### src/hdl/lac_pkg.sv
// ----------------------------------------------------------------------------
// lac_pkg: shared constants, types and helpers for the LFU admission cache
// Sizes of the counter table and the way file, outcome codes, saturating add.
// ----------------------------------------------------------------------------
`timescale 1ns / 1ps

package lac_pkg;

    localparam int CACHE_WAYS   = 8;
    localparam int NUM_ROUTINES = 64;
    localparam int COUNT_WIDTH  = 32;

    localparam int ID_W   = 6;
    localparam int WAY_W  = (CACHE_WAYS > 1) ? $clog2(CACHE_WAYS) : 1;
    localparam int FILL_W = $clog2(CACHE_WAYS + 1);
    localparam int SLOT_W = (NUM_ROUTINES > 1) ? $clog2(NUM_ROUTINES) : 1;

    typedef logic [COUNT_WIDTH-1:0] count_t;

    localparam count_t COUNT_MAX = '1;

    typedef enum logic [1:0] {
        OC_HIT     = 2'd0,
        OC_FILL    = 2'd1,
        OC_REPLACE = 2'd2,
        OC_REJECT  = 2'd3
    } outcome_t;

    // increment that sticks at all ones
    function automatic count_t sat_inc(input count_t v);
        return (v == COUNT_MAX) ? v : v + COUNT_WIDTH'(1);
    endfunction

endpackage

### src/hdl/lfu_admission_cache.sv
// ----------------------------------------------------------------------------
// lfu_admission_cache: LFU admission cache for routine ids
// A request reads its counter, bumps it, walks the filled ways for a hit or
// a fill, and on a full miss walks every way for the LFU victim and decides.
// One request at a time; the next input transfer can be taken in the cycle
// after the result is loaded, and the time per item is set by the way walk.
// Reset (rst_n, async, active low) clears every routine counter and empties
// the cache.
// ----------------------------------------------------------------------------
`timescale 1ns / 1ps

module lfu_admission_cache
(
    input  logic                    clk,
    input  logic                    rst_n,

    input  logic                    in_valid,
    output logic                    in_stall,
    input  logic [lac_pkg::ID_W-1:0] routine_id,

    output logic                    out_valid,
    input  logic                    out_stall,
    output logic                    use_fast_path,
    output logic [1:0]              outcome,
    output logic [2:0]              way_index
);

    import lac_pkg::*;

    // Sequencer. Each request:
    //   IDLE   - take the transfer, read the routine's counter from the table
    //   CNT    - saturating increment of the global count, write it back
    //   SCAN   - walk filled ways one a cycle looking for the id; on reaching
    //            the fill count either fill the next free way or start MIN
    //   MIN    - walk all ways one a cycle, keeping the first smallest count
    //   DECIDE - replace the LFU way if its count is not above the newcomer's
    //   DONE   - wait for the output register, then load the result
    typedef enum logic [5:0] {
        ST_IDLE   = 6'b000001,
        ST_CNT    = 6'b000010,
        ST_SCAN   = 6'b000100,
        ST_MIN    = 6'b001000,
        ST_DECIDE = 6'b010000,
        ST_DONE   = 6'b100000
    } state_t;

    state_t state_reg, state_next;

    // Counter table: a memory with a registered read port. Its reset value
    // is supplied by per-entry valid bits, so no clearing pass is needed.
    count_t                  cnt_mem [NUM_ROUTINES];
    logic [NUM_ROUTINES-1:0] cnt_vld_reg;
    count_t                  cnt_rd_reg;
    logic                    cnt_rd_vld_reg;

    // Way file: no reset, only filled ways are ever read.
    logic [ID_W-1:0] way_id_reg    [CACHE_WAYS];
    count_t          way_count_reg [CACHE_WAYS];
    logic [FILL_W-1:0] filled_reg, filled_next;

    // Per-request working registers
    logic [ID_W-1:0]   id_reg;
    count_t            global_reg;
    logic [FILL_W-1:0] idx_reg, idx_next;
    logic [WAY_W-1:0]  min_way_reg, min_way_next;
    count_t            min_cnt_reg, min_cnt_next;
    logic              wk_hit_reg, wk_hit_next;
    outcome_t          wk_outcome_reg, wk_outcome_next;
    logic [WAY_W-1:0]  wk_way_reg, wk_way_next;

    // Output register
    logic              out_valid_reg;
    logic              res_hit_reg;
    outcome_t          res_outcome_reg;
    logic [WAY_W-1:0]  res_way_reg;

    logic              in_xfer;
    logic              out_free;
    logic              res_load;
    logic [SLOT_W-1:0] in_slot;
    logic [SLOT_W-1:0] cur_slot;
    logic [WAY_W-1:0]  cur_way;
    logic [WAY_W-1:0]  fill_way;
    count_t            global_new;
    logic              scan_end;
    logic              scan_match;
    logic              min_last;
    logic              do_hit_wr;
    logic              do_fill_wr;
    logic              do_repl_wr;

    // Ids are below NUM_ROUTINES (or NUM_ROUTINES is a power of two), so the
    // modulo reduces to a size cast.
    assign in_slot  = SLOT_W'(routine_id);
    assign cur_slot = SLOT_W'(id_reg);
    assign cur_way  = idx_reg[WAY_W-1:0];
    assign fill_way = filled_reg[WAY_W-1:0];

    assign in_stall = (state_reg != ST_IDLE);
    assign in_xfer  = in_valid && !in_stall;
    assign out_free = !out_valid_reg || !out_stall;
    assign res_load = (state_reg == ST_DONE) && out_free;

    assign global_new = cnt_rd_vld_reg ? sat_inc(cnt_rd_reg) : COUNT_WIDTH'(1);
    assign scan_end   = (idx_reg == filled_reg);
    assign scan_match = (way_id_reg[cur_way] == id_reg);
    assign min_last   = (idx_reg == FILL_W'(CACHE_WAYS - 1));

    assign do_hit_wr  = (state_reg == ST_SCAN) && !scan_end && scan_match;
    assign do_fill_wr = (state_reg == ST_SCAN) && scan_end
                        && (filled_reg != FILL_W'(CACHE_WAYS));
    assign do_repl_wr = (state_reg == ST_DECIDE) && (min_cnt_reg <= global_reg);

    always_comb
    begin
        state_next      = state_reg;
        idx_next        = idx_reg;
        filled_next     = filled_reg;
        min_way_next    = min_way_reg;
        min_cnt_next    = min_cnt_reg;
        wk_hit_next     = wk_hit_reg;
        wk_outcome_next = wk_outcome_reg;
        wk_way_next     = wk_way_reg;

        unique case (state_reg)
            ST_IDLE:
            begin
                if (in_xfer)
                begin
                    state_next = ST_CNT;
                end
            end
            ST_CNT:
            begin
                idx_next   = '0;
                state_next = ST_SCAN;
            end
            ST_SCAN:
            begin
                if (scan_end)
                begin
                    if (filled_reg != FILL_W'(CACHE_WAYS))
                    begin
                        filled_next     = filled_reg + FILL_W'(1);
                        wk_hit_next     = 1'b1;
                        wk_outcome_next = OC_FILL;
                        wk_way_next     = fill_way;
                        state_next      = ST_DONE;
                    end
                    else
                    begin
                        // start at the maximum so way 0 is taken even at that count; a tie goes to the lowest way
                        idx_next     = '0;
                        min_way_next = '0;
                        min_cnt_next = COUNT_MAX;
                        state_next   = ST_MIN;
                    end
                end
                else if (scan_match)
                begin
                    wk_hit_next     = 1'b1;
                    wk_outcome_next = OC_HIT;
                    wk_way_next     = cur_way;
                    state_next      = ST_DONE;
                end
                else
                begin
                    idx_next = idx_reg + FILL_W'(1);
                end
            end
            ST_MIN:
            begin
                if (way_count_reg[cur_way] < min_cnt_reg)
                begin
                    min_way_next = cur_way;
                    min_cnt_next = way_count_reg[cur_way];
                end
                if (min_last)
                begin
                    state_next = ST_DECIDE;
                end
                else
                begin
                    idx_next = idx_reg + FILL_W'(1);
                end
            end
            ST_DECIDE:
            begin
                if (min_cnt_reg <= global_reg)
                begin
                    wk_hit_next     = 1'b1;
                    wk_outcome_next = OC_REPLACE;
                    wk_way_next     = min_way_reg;
                end
                else
                begin
                    wk_hit_next     = 1'b0;
                    wk_outcome_next = OC_REJECT;
                    wk_way_next     = '0;
                end
                state_next = ST_DONE;
            end
            ST_DONE:
            begin
                if (out_free)
                begin
                    state_next = ST_IDLE;
                end
            end
            default:
            begin
                state_next = ST_IDLE;
            end
        endcase
    end

    // Control state
    always_ff @(posedge clk or negedge rst_n)
    begin
        if (!rst_n)
        begin
            state_reg     <= ST_IDLE;
            filled_reg    <= '0;
            cnt_vld_reg   <= '0;
            out_valid_reg <= 1'b0;
        end
        else
        begin
            state_reg  <= state_next;
            filled_reg <= filled_next;
            if (state_reg == ST_CNT)
            begin
                cnt_vld_reg[cur_slot] <= 1'b1;
            end
            if (res_load)
            begin
                out_valid_reg <= 1'b1;
            end
            else if (!out_stall)
            begin
                out_valid_reg <= 1'b0;
            end
        end
    end

    // Counter table port: read on the input transfer, write back in CNT
    always_ff @(posedge clk)
    begin
        if (in_xfer)
        begin
            cnt_rd_reg <= cnt_mem[in_slot];
        end
        if (state_reg == ST_CNT)
        begin
            cnt_mem[cur_slot] <= global_new;
        end
    end

    // Working and output payload
    always_ff @(posedge clk)
    begin
        if (in_xfer)
        begin
            id_reg         <= routine_id;
            cnt_rd_vld_reg <= cnt_vld_reg[in_slot];
        end
        if (state_reg == ST_CNT)
        begin
            global_reg <= global_new;
        end
        idx_reg        <= idx_next;
        min_way_reg    <= min_way_next;
        min_cnt_reg    <= min_cnt_next;
        wk_hit_reg     <= wk_hit_next;
        wk_outcome_reg <= wk_outcome_next;
        wk_way_reg     <= wk_way_next;
        if (res_load)
        begin
            res_hit_reg     <= wk_hit_reg;
            res_outcome_reg <= wk_outcome_reg;
            res_way_reg     <= wk_way_reg;
        end
    end

    // Way file: one write per request at most
    always_ff @(posedge clk)
    begin
        if (do_hit_wr)
        begin
            way_count_reg[cur_way] <= sat_inc(way_count_reg[cur_way]);
        end
        if (do_fill_wr)
        begin
            way_id_reg[fill_way]    <= id_reg;
            way_count_reg[fill_way] <= global_reg;
        end
        if (do_repl_wr)
        begin
            way_id_reg[min_way_reg]    <= id_reg;
            way_count_reg[min_way_reg] <= global_reg;
        end
    end

    assign out_valid     = out_valid_reg;
    assign use_fast_path = res_hit_reg;
    assign outcome       = res_outcome_reg;
    assign way_index     = 3'(res_way_reg);

`ifndef SYNTHESIS
    a_fill_bound: assert property (@(posedge clk) disable iff (!rst_n)
        filled_reg <= FILL_W'(CACHE_WAYS))
        else $error("fill count beyond the number of ways");

    a_fill_step: assert property (@(posedge clk) disable iff (!rst_n)
        (filled_reg != $past(filled_reg)) |->
            (filled_reg == $past(filled_reg) + FILL_W'(1)))
        else $error("fill count moved by other than one");

    a_reject_fields: assert property (@(posedge clk) disable iff (!rst_n)
        (out_valid && outcome == OC_REJECT) |-> (!use_fast_path && way_index == 3'd0))
        else $error("rejected result with fast path or way set");

    a_result_source: assert property (@(posedge clk) disable iff (!rst_n)
        $rose(out_valid) |-> $past(state_reg == ST_DONE))
        else $error("result raised outside the finish step");
`endif

endmodule

### config.mk
export PLATFORM = sky130hd
export DESIGN_NAME = lfu_admission_cache
export DESIGN_NICKNAME = d
export VERILOG_FILES = /design/src/hdl/lac_pkg.sv /design/src/hdl/lfu_admission_cache.sv
export SDC_FILE = /design/constraint.sdc
export NUM_CORES = 2
export LEC_CHECK = 0
export BUFFER_PORTS_ARGS = -buffer_cell sky130_fd_sc_hd__buf_2
export CAP_MARGIN = 20
export CELL_PAD_IN_SITES_DETAIL_PLACEMENT = 2
export CELL_PAD_IN_SITES_GLOBAL_PLACEMENT = 2
export CORE_MARGIN = 4
export CORE_UTILIZATION = 40
export CTS_CLUSTER_DIAMETER = 150
export DETAILED_ROUTE_END_ITERATION = 8
export GPL_ROUTABILITY_DRIVEN = 0
export GPL_TIMING_DRIVEN = 0
export PLACE_DENSITY = 0.61
export SYNTH_ARGS = -nofsm -noshare
export SYNTH_HDL_FRONTEND = slang
export SYNTH_SLANG_ARGS = --single-unit
### constraint.sdc
create_clock -name clk -period 16.2 [get_ports clk]
set_clock_uncertainty 0.2 [all_clocks]
set_input_delay 0.81 -clock clk [delete_from_list [all_inputs] [get_ports clk]]
set_output_delay 0.81 -clock clk [all_outputs]
set_load 0.02 [all_outputs]
==> run_results.csv <==
group,metric,value,unit
sta,post-route-period-util,0.355,
synth,synth_area_leaders,"edfxtp_1, mux4_2, dfrtp_1",
setup_path,cpMostUsedCell,"buf_4",
power,sw_frac_of_total,0.260,
synth,synth_nets,4543,
routing,remaining_drc_errors,0,
grt,grt_start_max_net_pins,66,
floorplan,rows,183,
sta,fin_ws,10.44,ns
setup_path,critical_path.max_fanout,10,
synth,synth_cells,4465,
sta,setup_viol,0,
synth,synthMuxAreaShare,0.178,
place,hpwl,215000,um
finish,drive_gt1_frac,0.307,
grt,globalRouteOverflowTotal,0,
setup_path,cp.required,16.59,ns
setup_path,crit_buf_inv,9,
synth,ys_seq_area_frac,0.760,
sta,maxSlewHeadroom,0.175,
sta,hold_viol,0,
synth,post_synth.cell_area_avg,22.5,um^2
place,portBuffers,17,
finish,nets,5047,
power,power_frac_seq,0.478,
grt,grt_pass1_wl,446000,um
synth,ys_ff_latch,2552,
setup_path,crit_family,"buffers and inverters",
grt,first_global_vias,54300,
clock_network,cts_resized,0,
routing,wl,316000,um
clock_network,clkTransAtPathRegs,0.06,ns
sta,finalSetupTns,0,ns
min_path,hold_path.class,"input pin to register",
power,pwr-share-clk,0.377,
routing,viasPerCell,5.89,
setup_path,startpoint_type,"register",
clock_network,cts_buffer_depth,4,
floorplan,initial_core_util,0.403,
power,combPwrFrac,0.145,
routing,wire_per_inst,37.1,um
routing,num_vias,50100,
synth,synth_common_cells,"edfxtp_1, mux4_2, clkbuf_1, nand2_1, nor2_1",
finish,final.fill_count,21900,
synth,ys.flop_type,"edfxtp_1",
synth,synth_compound_area_frac,0.00939,
clock_network,cts_root_buf,"clkbuf_16",
finish,final-seq-area,0.0762,mm^2
grt,grt_usage,0.246,
synth,synthArstFlopShare,0.0294,
routing,routed-wl-met3,22900,um
power,internal_power,0.0123,W
power,switching_power,0.00433,W
floorplan,die_w,509,um
synth,synth-simple-area-share,0.0255,
synth,syn-cell-area,0.100,mm^2
power,p_leak,37.8,nW
routing,drt_iter0_drc,6634,
routing,wl_met1,128000,um
setup_path,crit_type,"register to register",
sta,rsz0062_at_grt,"false",
routing,top_layer,"met5",
setup_path,cp_slowest_stage_delay,0.52,ns
synth,yosysUniqueCellTypes,75,
power,ir_drop,0.000119,V
floorplan,core,0.249,mm^2
synth,synth_top_family_by_area,"multiplexers",
sta,worst_slew_pin_slew,1.23,ns
clock_network,cts_buffers,292,
floorplan,die_area,0.259,mm^2
finish,largest_register_ff_count,2048,
floorplan,die_h,509,um
setup_path,cp_data_arrival_time,6.15,ns
power,power.total,0.0167,W
routing,drtAntennaViolNets,0,
routing,dr.pass1.iters,5,
clock_network,postCtsHoldBufs,5,
finish,areaGrowthSynthToFinish,17.6,%
floorplan,ios,18,
clock_network,clkSinkCount,2552,
synth,synth_edf_count,2474,
sta,timing.fmax,174,MHz
clock_network,cts_tree,"done",
routing,wl_met2,154000,um
sta,post-route-min-period,5.76,ns
grt,antenna_found_initial,33,
finish,multi_input_area,0.0235,mm^2
synth,netlist.area_leader.share,0.740,
setup_path,reg2reg_slack,10.44,ns
power,power_density,141,mW/mm^2
sta,drv_slew,0,
clock_network,clock_latency,0.93,ns
clock_network,postCtsSetupBuffers,0,
finish,final_core_util,0.474,
setup_path,endpoint_kind,"register",
synth,synth_adder_area_share,0.00848,
synth,synthXorXnorAreaFrac,0.00576,
synth,synth_top_area_cell,"edfxtp_1",
setup_path,path_cells,"buf_2 > buf_4 > buf_4 > buf_4 > buf_2 > mux2i_1 > inv_1 > ha_1 > a21o_1 > a21o_1 > a21oi_1 > o21ai_0 > a211oi_1 > o21ai_0 > a211o_1 > o211ai_1 > buf_6 > buf_6 > buf_4",
synth,yosysWarnings,0,
clock_network,htreeDepth,5,
setup_path,crit_path_top_delay_cell,"mux2i_1",
status,status,"finished, final reports clean",
flow_run,drv_cap,0,
place,pre_cts_slack,10.09,ns
synth,post-synth-top-count-cell,"edfxtp_1",
[cells by family after synthesis]
group,count (synthesis)
buffers and inverters,317
AOI/OAI and AO/OA,144
and+or+nand+nor,492
DFF,2552
muxes,826
xor gates and xnor gates,66
adders and majority gates,68
[cells in the final DEF (no fill, tap or decap), types with 23 or more instances in the layout]
cell	count
a21oi_1	28
buf_1	48
buf_12	79
buf_16	52
buf_2	38
buf_8	45
clkbuf_1	187
clkbuf_16	298
clkinv_1	52
clkinv_2	34
dfrtp_1	74
edfxtp_1	2474
ha_1	68
inv_1	106
mux2_2	23
mux2i_1	39
mux4_2	749
nand2_1	117
nand3_1	34
nand4_1	39
nor2_1	36
nor2_4	71
o21ai_0	51
or2_2	70
xnor2_1	48
[layout make-up]
class / instances / area share
multi-input combinational: 1596 / 0.199
tap: 3330 / 0.0353
clock inverter: 118 / 0.00848
clock buffer: 375 / 0.0666
sequential: 2552 / 0.646
antenna: 11 / 0.000233
timing repair buffer: 210 / 0.0333
buffer: 211 / 0.00784
inverter: 106 / 0.00337
[power by group through the flow]
stage | registers [W] | logic [W] | clock network (W)
final | 0.00797 | 0.00242 | 0.00627
after global routing | 0.00798 | 0.00259 | 0.00671
after CTS | 0.00796 | 0.00245 | 0.00640
after detailed placement | 0.00810 | 0.00244 | 0
after global placement | 0.00818 | 0.00215 | 0
after floorplan | 0.00808 | 0.00130 | 0
[final timing paths]
path,to,start,cells past startpoint
worst max-delay path,min_cnt_reg[25],register,19
worst min-delay path,cur_slot[5],routine_id[5],1
worst max register to register,min_cnt_reg[25],register,19
worst min register to register,cnt_vld_reg[25],cnt_vld_reg[25],1
max in group asynchronous,cnt_vld_reg[46],rst_n,3
min in group asynchronous,cnt_vld_reg[2],rst_n,2
[per-layer routing]
| metal | vias to the layer above | global-route usage |
|---|---|---|
| met5 | - | 0 |
| met4 | 4 | 0.0795 |
| met3 | 475 | 0.0445 |
| met2 | 2073 | 0.400 |
| met1 | 27800 | 0.338 |
| li1 | 19800 | - |
[per-stage QoR]
stage / cell area (um^2) / instances / hold slack (ns)
finish: 118000 / 8509 / 0.0781
global route: 118000 / 8501 / -0.000403
floorplan: 100000 / 4465 / 0.200
global placement: 105000 / 7812 / 0.245
CTS: 118000 / 8478 / 0.00388
detailed placement: 109000 / 7980 / 0.250
Power figures use the tool's default switching activity.
